`src/hbs_pkg.sv`:
```
// Shared types, constants and helper functions of the heightmap box smoother.
// Used by the channel interfaces, the mean pipeline and the top level.
package hbs_pkg;

   localparam int MAX_COLS = 1024;
   localparam int MAX_ROWS = 1024;
   localparam int COL_W = $clog2(MAX_COLS);
   localparam int ROW_W = $clog2(MAX_ROWS);
   localparam int COUNT_W = 11;
   localparam int RAW_W = 8;
   localparam int SCALE_W = 16;
   localparam int OFFSET_W = 24;
   localparam int HEIGHT_W = 25;
   localparam int SUM_W = 12;
   localparam int CSR_INDEX_W = 2;
   localparam int CSR_DATA_W = 24;

   // Split of the 27-bit rounded magnitude for the two-step constant divide
   localparam int MAG_W = 27;
   localparam int LO_W = 14;
   localparam int HI_W = MAG_W - LO_W;
   localparam int HI_SHIFT = 17;
   localparam int LO_SHIFT = 22;

   typedef enum logic [CSR_INDEX_W-1:0] {
      CSR_ROW_COUNT     = 2'd0,
      CSR_COL_COUNT     = 2'd1,
      CSR_HEIGHT_SCALE  = 2'd2,
      CSR_HEIGHT_OFFSET = 2'd3
   } csr_type;

   typedef enum logic [1:0] {
      ST_IDLE,
      ST_FETCH,
      ST_EMIT
   } state_type;

   // Odd factor of the neighbor count; the power of two travels as a shift
   typedef enum logic [1:0] {
      DIV_1,
      DIV_3,
      DIV_9
   } div_type;

   typedef struct packed {
      logic [ROW_W-1:0] row;
      logic [COL_W-1:0] col;
      logic [1:0]       shift;
      div_type          div;
      logic             last;
   } meta_type;

   typedef struct packed {
      meta_type         meta;
      logic [SUM_W-1:0] sum;
   } token_type;

   // Last valid index for a count register: zero reads as one, large values saturate
   function automatic logic [COL_W-1:0] clamp_last(input logic [COUNT_W-1:0] v);
      logic [COL_W-1:0] r;
      if (v[COUNT_W-1]) begin
         r = '1;
      end else if (v == '0) begin
         r = '0;
      end else begin
         r = v[COL_W-1:0] - 1'b1;
      end
      return r;
   endfunction

   function automatic logic [3:0] div_value(input div_type d);
      logic [3:0] r;
      case (d)
         DIV_3:   r = 4'd3;
         DIV_9:   r = 4'd9;
         default: r = 4'd1;
      endcase
      return r;
   endfunction

   // Half of the neighbor count, for round to nearest
   function automatic logic [4:0] round_half(input logic [1:0] shift, input div_type d);
      logic [5:0] cnt;
      cnt = {2'b00, div_value(d)} << shift;
      return cnt[5:1];
   endfunction

   // Reciprocals: floor(x * M >> HI_SHIFT) = floor(x / d) for x below 2**HI_W
   function automatic logic [17:0] recip_hi(input div_type d);
      logic [17:0] r;
      case (d)
         DIV_3:   r = 18'd43691;
         DIV_9:   r = 18'd14564;
         default: r = 18'd131072;
      endcase
      return r;
   endfunction

   // floor(x * M >> LO_SHIFT) = floor(x / d) for x below 9 * 2**LO_W
   function automatic logic [22:0] recip_lo(input div_type d);
      logic [22:0] r;
      case (d)
         DIV_3:   r = 23'd1398102;
         DIV_9:   r = 23'd466034;
         default: r = 23'd4194304;
      endcase
      return r;
   endfunction

   // d * q by shift and add
   function automatic logic [HI_W+3:0] times_div(input div_type d, input logic [HI_W-1:0] q);
      logic [HI_W+3:0] qx;
      logic [HI_W+3:0] r;
      qx = {4'b0000, q};
      case (d)
         DIV_3:   r = qx + (qx << 1);
         DIV_9:   r = qx + (qx << 3);
         default: r = qx;
      endcase
      return r;
   endfunction

endpackage

```
`src/hbs_if.sv`:
```


interface hbs_rsp_if;
   logic                               valid;
   logic                               ready;
   logic [hbs_pkg::ROW_W-1:0]          out_row;
   logic [hbs_pkg::COL_W-1:0]          out_col;
   logic signed [hbs_pkg::HEIGHT_W-1:0] smoothed_height;
   logic                               last_of_run;

   modport source (output valid, output out_row, output out_col,
                   output smoothed_height, output last_of_run, input ready);
   modport sink   (input valid, input out_row, input out_col,
                   input smoothed_height, input last_of_run, output ready);
endinterface

```
`src/hbs_mean_pipe.sv`:
```
// Scale, round-divide and offset pipeline for one smoothed cell per word.
// Depends on hbs_pkg and drives the result channel (hbs_rsp_if).
module hbs_mean_pipe (
   input  logic                                clock,
   input  logic                                reset,
   input  logic                                issue_valid,
   input  hbs_pkg::token_type                  issue_tok,
   output logic                                issue_ready,
   input  logic signed [hbs_pkg::SCALE_W-1:0]  scale,
   input  logic signed [hbs_pkg::OFFSET_W-1:0] offset,
   hbs_rsp_if.source                           rsp_bus
);

   localparam int MW = hbs_pkg::MAG_W;
   localparam int LW = hbs_pkg::LO_W;
   localparam int HW = hbs_pkg::HI_W;
   localparam int OW = hbs_pkg::HEIGHT_W;

   logic                 adv;

   logic                 v1_ff, v2_ff, v3_ff, v4_ff, v5_ff, v6_ff, out_valid_ff;
   hbs_pkg::token_type   tok1_ff;
   hbs_pkg::meta_type    meta2_ff, meta3_ff, meta4_ff, meta5_ff, meta6_ff;

   logic signed [MW+1:0] prod_full;
   logic signed [MW:0]   prod2_ff;

   logic [MW:0]          mag;
   logic [MW:0]          rounded;
   logic [MW:0]          shifted;
   logic                 neg3_ff, neg4_ff, neg5_ff, neg6_ff;
   logic [MW-1:0]        x3_ff;

   logic [HW+17:0]       qh_full;
   logic [HW-1:0]        qh4_ff, qh5_ff, qh6_ff;
   logic [HW-1:0]        xh4_ff;
   logic [LW-1:0]        xl4_ff;

   logic [HW+3:0]        rem;
   logic [LW+3:0]        low5_ff;

   logic [LW+26:0]       ql_full;
   logic [LW-1:0]        ql6_ff;

   logic [OW-1:0]        q_low;
   logic [OW-1:0]        q_signed;
   logic [OW-1:0]        height_in;

   logic [hbs_pkg::ROW_W-1:0]    out_row_ff;
   logic [hbs_pkg::COL_W-1:0]    out_col_ff;
   logic signed [OW-1:0]         out_height_ff;
   logic                         out_last_ff;

   // Stall everything while a finished word waits
   assign adv         = !out_valid_ff || rsp_bus.ready;
   assign issue_ready = adv;

   assign prod_full = scale * $signed({1'b0, tok1_ff.sum});

   always_comb begin
      mag     = prod2_ff[MW] ? (MW+1)'(-prod2_ff) : prod2_ff;
      rounded = mag + (MW+1)'(hbs_pkg::round_half(meta2_ff.shift, meta2_ff.div));
      shifted = rounded >> meta2_ff.shift;
   end

   assign qh_full = x3_ff[MW-1:LW] * hbs_pkg::recip_hi(meta3_ff.div);
   assign rem     = {4'b0000, xh4_ff} - hbs_pkg::times_div(meta4_ff.div, qh4_ff);
   assign ql_full = low5_ff * hbs_pkg::recip_lo(meta5_ff.div);

   always_comb begin
      q_low     = {qh6_ff[OW-LW-1:0], ql6_ff};
      q_signed  = neg6_ff ? OW'(-q_low) : q_low;
      height_in = q_signed + {offset[hbs_pkg::OFFSET_W-1], offset};
   end

   always_ff @(posedge clock) begin
      if (reset) begin
         v1_ff        <= 1'b0;
         v2_ff        <= 1'b0;
         v3_ff        <= 1'b0;
         v4_ff        <= 1'b0;
         v5_ff        <= 1'b0;
         v6_ff        <= 1'b0;
         out_valid_ff <= 1'b0;
      end else if (adv) begin
         v1_ff        <= issue_valid;
         v2_ff        <= v1_ff;
         v3_ff        <= v2_ff;
         v4_ff        <= v3_ff;
         v5_ff        <= v4_ff;
         v6_ff        <= v5_ff;
         out_valid_ff <= v6_ff;
      end
   end

   always_ff @(posedge clock) begin
      if (adv) begin
         tok1_ff  <= issue_tok;

         meta2_ff <= tok1_ff.meta;
         prod2_ff <= prod_full[MW:0];

         meta3_ff <= meta2_ff;
         neg3_ff  <= prod2_ff[MW];
         x3_ff    <= shifted[MW-1:0];

         meta4_ff <= meta3_ff;
         neg4_ff  <= neg3_ff;
         qh4_ff   <= qh_full[HW+hbs_pkg::HI_SHIFT-1:hbs_pkg::HI_SHIFT];
         xh4_ff   <= x3_ff[MW-1:LW];
         xl4_ff   <= x3_ff[LW-1:0];

         meta5_ff <= meta4_ff;
         neg5_ff  <= neg4_ff;
         qh5_ff   <= qh4_ff;
         low5_ff  <= {rem[3:0], xl4_ff};

         meta6_ff <= meta5_ff;
         neg6_ff  <= neg5_ff;
         qh6_ff   <= qh5_ff;
         ql6_ff   <= ql_full[LW+hbs_pkg::LO_SHIFT-1:hbs_pkg::LO_SHIFT];

         out_row_ff    <= meta6_ff.row;
         out_col_ff    <= meta6_ff.col;
         out_height_ff <= $signed(height_in);
         out_last_ff   <= meta6_ff.last;
      end
   end

   assign rsp_bus.valid           = out_valid_ff;
   assign rsp_bus.out_row         = out_row_ff;
   assign rsp_bus.out_col         = out_col_ff;
   assign rsp_bus.smoothed_height = out_height_ff;
   assign rsp_bus.last_of_run     = out_last_ff;

endmodule

```
`src/flat_wrapper.sv`:
```
// flat-port wrapper written by rule: the top's interface ports become plain ports
module hbs_mean_pipe_flat 
  (clock, reset, issue_valid, issue_tok, issue_ready, scale, offset, rsp_bus_valid, rsp_bus_out_row, rsp_bus_out_col, rsp_bus_smoothed_height, rsp_bus_last_of_run, rsp_bus_ready);
  hbs_rsp_if rsp_bus_i ();
  input  logic clock;
  input  logic reset;
  input  logic issue_valid;
  input  hbs_pkg::token_type issue_tok;
  output logic issue_ready;
  input  logic signed [hbs_pkg::SCALE_W-1:0] scale;
  input  logic signed [hbs_pkg::OFFSET_W-1:0] offset;
  output wire logic [$bits(rsp_bus_i.valid)-1:0] rsp_bus_valid;
  output wire logic [$bits(rsp_bus_i.out_row)-1:0] rsp_bus_out_row;
  output wire logic [$bits(rsp_bus_i.out_col)-1:0] rsp_bus_out_col;
  output wire logic [$bits(rsp_bus_i.smoothed_height)-1:0] rsp_bus_smoothed_height;
  output wire logic [$bits(rsp_bus_i.last_of_run)-1:0] rsp_bus_last_of_run;
  input wire logic [$bits(rsp_bus_i.ready)-1:0] rsp_bus_ready;
  assign rsp_bus_valid = rsp_bus_i.valid;
  assign rsp_bus_out_row = rsp_bus_i.out_row;
  assign rsp_bus_out_col = rsp_bus_i.out_col;
  assign rsp_bus_smoothed_height = rsp_bus_i.smoothed_height;
  assign rsp_bus_last_of_run = rsp_bus_i.last_of_run;
  assign rsp_bus_i.ready = rsp_bus_ready;
  hbs_mean_pipe u_core (.clock(clock), .reset(reset), .issue_valid(issue_valid), .issue_tok(issue_tok), .issue_ready(issue_ready), .scale(scale), .offset(offset), .rsp_bus(rsp_bus_i));
endmodule
```
`config.mk`:
```
export PLATFORM = sky130hd
export DESIGN_NAME = hbs_mean_pipe_flat
export DESIGN_NICKNAME = d
export VERILOG_FILES = /design/src/hbs_pkg.sv /design/src/hbs_if.sv /design/src/hbs_mean_pipe.sv /design/src/flat_wrapper.sv
export SDC_FILE = /design/constraint.sdc
export NUM_CORES = 2
export LEC_CHECK = 0
export BUFFER_PORTS_ARGS = -buffer_cell sky130_fd_sc_hd__clkbuf_2
export CORE_ASPECT_RATIO = 2
export CORE_MARGIN = 5
export CORE_UTILIZATION = 35
export CTS_CLUSTER_DIAMETER = 100
export DETAILED_ROUTE_END_ITERATION = 8
export PLACE_DENSITY = 0.49
export SETUP_SLACK_MARGIN = 0.05
export SYNTH_ARGS = -nofsm -noshare
export SYNTH_HDL_FRONTEND = slang
export SYNTH_SLANG_ARGS = --single-unit
export TNS_END_PERCENT = 20
```
`constraint.sdc`:
```
create_clock -name clock -period 21.4 [get_ports clock]
set_input_delay 6.42 -clock clock [delete_from_list [all_inputs] [get_ports clock]]
set_output_delay 6.42 -clock clock [all_outputs]
set_load 0.02 [all_outputs]
```
== Word level (Yosys, flattened, before mapping) ==
Index checks and enable logic that the tools add are counted.
Operators by class
  add/subtract/negate cells: 7
  $mul: 3
  eq/ne operators: 8
  shift-type cells: 2
  multiplexer cells: 6
  reductions and logical operators: 2
Operators with widths (count)
  23-bit case mux with 2 select lines: 1
  18-bit by 23-bit multiplier with 36-bit output: 1
  18-bit case mux with 2 select lines: 1
  28-bit by 5-bit adder with 28-bit output: 1
  13-bit by 18-bit multiplier with 28-bit output: 1
  16-bit by 13-bit multiplier with 28-bit output: 1
  28-bit 2-to-1 mux: 1
  28-bit negator: 1
  28-bit by 2-bit right shift with 27-bit output: 1
  25-bit adder: 1
  25-bit 2-to-1 mux: 1
  25-bit negator: 1
  4-bit case mux with 2 select lines: 2
  4-bit adder: 2
  2-bit by 1-bit equality test with 1-bit output (second input constant): 4
  2-bit equality test (second input constant): 4
  4-bit by 2-bit left shift with 6-bit output: 1
  4-bit subtractor: 1
  1-bit logical NOT: 1
  1-bit logical OR: 1
Word-level totals
  flip-flop bits (word level): 347
  input port bits: 81
  output and inout bits: 48
  logic and storage cells: 78

== Logic depth before layout (Yosys ltp) ==
  depth after elaboration: 5
  mapped depth: 27
  mapped depth without buffers: 26

== Least setup slack after synthesis ==
Ideal clock, no wire load.
  path type: input-to-output
  start: input port rsp_bus_ready
  end: output port issue_ready
  arrival time: 13.354 ns
  required time: 14.980 ns
  path slack: 1.626 ns
  stages on the path: 3
  buffers on the path: 1
  cells stage by stage: nor2b_1 -> clkbuf_1 -> inv_1
Between the ends
  longest elaborated chain between the ends: 1
Ends and longest elaborated chain
  start, declared: line flat_wrapper.sv:17  | input wire logic [$bits(rsp_bus_i.ready)-1:0] rsp_bus_ready;
  1-bit logical OR: line hbs_mean_pipe.sv:55  | assign adv = !out_valid_ff || rsp_bus.ready;
  end, declared: line flat_wrapper.sv:9  | output logic issue_ready;
Every way passes these cells.

== Final worst setup path ==
Same ends and word-level chain as after synthesis.

==> flow_summary_export.csv <==
group,metric,value,unit
final_layout,final_layout_size_suffix_gt1_share,7.18,%
cts,h-tree-depth,2,
global_route,grt_pass1_wl,125,mm
outcome,outcome,"finished, final reports clean",
setup_path,worst_r2r_startpoint,"u_core.meta5_ff[2]",
setup_path,start_kind,"input pin",
logic_synthesis,yosysTopAreaCellShare,31.2,%
timing,fmaxAchievable,70.3,MHz
logic_synthesis,syn_inst,2943,
setup_path,reg2regPathDepth,21,
logic_synthesis,yosysMostFrequentCell,"inv_1",
floorplan,placementRows,158,
detailed_routing,routed_via_density,4.80,
timing,tightest_slew,1.06,ns
logic_synthesis,avgSynthCellArea,11.1,µm²
setup_path,critPathSlowestCell,"nor2b_1",
cts,cts_resized,0,
worst_hold_path,min_from,"u_core.meta4_ff[10]",
logic_synthesis,yosysTopAreaCell,"edfxtp_1",
detailed_routing,via_count,20540,
cts,post-cts-setup-buffers,0,
timing,relSlewSlack,29.0,%
setup_path,r2r_setup_slack,13.67,ns
cts,clk_latency,0.58,ns
floorplan,die_w,226,µm
logic_synthesis,synth_async_sr_flop_share,0,%
cts,clock_path_buffers,3,
global_route,gr-usage-all-layers,16.1,%
logic_synthesis,ys_seq_area_share,31.6,%
final_layout,syn_to_final_growth,9.54,%
detailed_routing,postRouteAntennaNets,0,
detailed_routing,wl_per_cell,18.8,µm
timing,min_period_over_period,66.4,%
worst_hold_path,min_path_type,"flip-flop to flip-flop",
global_route,overflow,0,
setup_path,crit_required,14.98,ns
timing,fin_worst_skew,0.0226,ns
logic_synthesis,syn_area,32700,µm²
final_layout,nNetsFinal,3880,
setup_path,critical_path.endpoint_type,"output pin",
detailed_routing,first_pass_iters,7,
cts,cts_sinks,347,
floorplan,core_area,92700,µm²
placement,place.gp.congestion,0.900,
setup_path,crit_chain,"clkbuf_2, nor2b_1, inv_8, clkbuf_2",
detailed_routing,drt_iter0_drc,791,
placement,port-buffer-count,128,
floorplan,pin_count,129,
setup_path,path_class,"input pin to output pin",
setup_path,cp_slowest_stage_delay,0.59,ns
setup_path,critPathBufInv,3,
logic_synthesis,synthesis.nets,3772,
timing,finalCriticalPeriod,14.22,ns
timing,tns,0,ns
detailed_routing,drc,0,
run,max_cap_violations,0,
setup_path,reg2reg_to,"u_core.ql6_ff[13]",
timing,report.final.slew_viol_count,0,
cts,clk_root_buffer_cell,"clkbuf_16",
logic_synthesis,synth-edff-count,340,
logic_synthesis,yosysUniqueCellTypes,88,
setup_path,cp_top_family,"buffers and inverters",
timing,setup_violations,0,
floorplan,start_util,35.3,%
setup_path,cpMostUsedCell,"clkbuf_2",
logic_synthesis,synth-seq-cells,347,
global_route,grt_max_degree,127,
placement,dp_hpwl,68.6,mm
global_route,grt_pass1_vias,23204,
final_layout,diodes,0,
floorplan,dieArea,100000,µm²
logic_synthesis,synth_common_cells,"663 x inv_1, 426 x fa_1, 340 x edfxtp_1, 322 x ha_1, 188 x nand2_1",
cts,hold_buffers,0,
logic_synthesis,netlist_top_cells_area,"edfxtp_1 31%, fa_1 26%, ha_1 12%",
logic_synthesis,yosys_warnings,0,
setup_path,worstPathArrival,7.80,ns
setup_path,cp_max_fo,126,
floorplan,die_h,442,µm
global_route,antenna_found_initial,0,
cts,cts_tree,"yes",
cts,cts_buffers,37,
detailed_routing,wl,80.3,mm
worst_hold_path,min_to,"u_core.meta5_ff[10]",
worst_hold_path,hold_depth,0,
timing,hold_viol_final,0,
cts,clk_pin_slew,0.06,ns
timing,grt_setup_unrepaired,"no",
logic_synthesis,synth_ff_type,"edfxtp_1",
[state kept, by name (all words and copies together), names as in the netlist, 11 cells and up]
signal                          cells
u_core.tok1_ff                     37
u_core.prod2_ff                    28
u_core.x3_ff                       27
u_core.meta2_ff                    25
u_core.rsp_bus.smoothed_height     25
u_core.meta3_ff                    23
u_core.meta4_ff                    23
u_core.meta5_ff                    23
u_core.meta6_ff                    21
u_core.low5_ff                     18
u_core.ql6_ff                      14
u_core.xl4_ff                      14
u_core.qh4_ff                      11
u_core.qh5_ff                      11
u_core.qh6_ff                      11
[worst max-delay path by stage]
stage / from / to / slack, ns / depth (start not counted)
detailed placement: rsp_bus_ready / issue_ready / 7.08 / 4
global placement: rsp_bus_ready / issue_ready / 7.13 / 4
global route: rsp_bus_ready / issue_ready / 6.97 / 4
floorplan: rsp_bus_ready / issue_ready / 1.63 / 3
finish: rsp_bus_ready / issue_ready / 7.18 / 4
CTS: rsp_bus_ready / issue_ready / 7.07 / 4
[cell usage in the layout (no fill, tap or decap), types with 18 or more instances in the layout]
cell       count
inv_1        662
xnor2_1      119
nand2_1      188
and2_1       177
edfxtp_1     340
clkbuf_2     128
nor2b_1       35
a21o_1        33
clkbuf_16     37
ha_1         322
fa_1         426
nand2b_1      19
o21ai_0       44
mux2i_1       18
xor2_1        27
nor2_1        86
nor3_1        30
a21oi_1       69
nand3_1       33
[logic make-up (layout without fill, tap and decap cells)]
| group | after synthesis | count (layout) | share of synthesized area [%] |
|---|---|---|---|
| adder cells (fa/ha/maj) | 748 | 748 | 38.4 |
| buffers and inverters | 730 | 866 | 8.46 |
| AND/OR/NAND/NOR | 646 | 646 | 10.4 |
| flip-flops | 347 | 347 | 31.6 |
| AO/OA/AOI/OAI | 302 | 302 | 6.49 |
| XOR/XNOR | 147 | 147 | 3.96 |
| multiplexers | 23 | 23 | 0.723 |
[worst register-to-register path, delay by kind of cell, from the launching register on]
family | cells | cell delay, ns
AO/OA/AOI/OAI | 4 | 1.32
XOR/XNOR | 1 | 0.12
adder cells (fa/ha/maj) | 8 | 4.58
buffers and inverters | 4 | 0.23
flip-flops | 1 | 0.39
AND/OR/NAND/NOR | 4 | 0.87
[stage by stage]
step                      cells  util [%]  setup WS [ns]  hold WS, ns  cell area (µm²)
after floorplan            2943         -           1.63        0.400            32700
after global placement     4212      37.4           7.13        0.400            34700
after detailed placement   4212      37.4           7.08        0.405            34700
after CTS                  4279      38.7           7.07        0.413            35800
after global routing       4279      38.7           6.97        0.416            35800
final                      4279      38.7           7.18        0.416            35800
[final cells by class]
type | count | area [µm²]
well taps | 1200 | 1500
multi-input cells | 1866 | 19600
clock inverters | 22 | 241
flip-flops and latches | 347 | 10300
fillers | 9001 | 56900
inverters | 664 | 2500
repair buffers | 135 | 693
clock buffers | 45 | 956
[per-layer routing]
layer | global-route usage (%) | part of all wire, %
met2 | 34.6 | 61
met5 | 0 | 0
met3 | 1.53 | 2.4
met4 | 7.69 | 5.6
met1 | 13.9 | 31
Power is not shown: default switching activity piles up to over one toggle a cycle in this logic, so the estimate is an artifact.
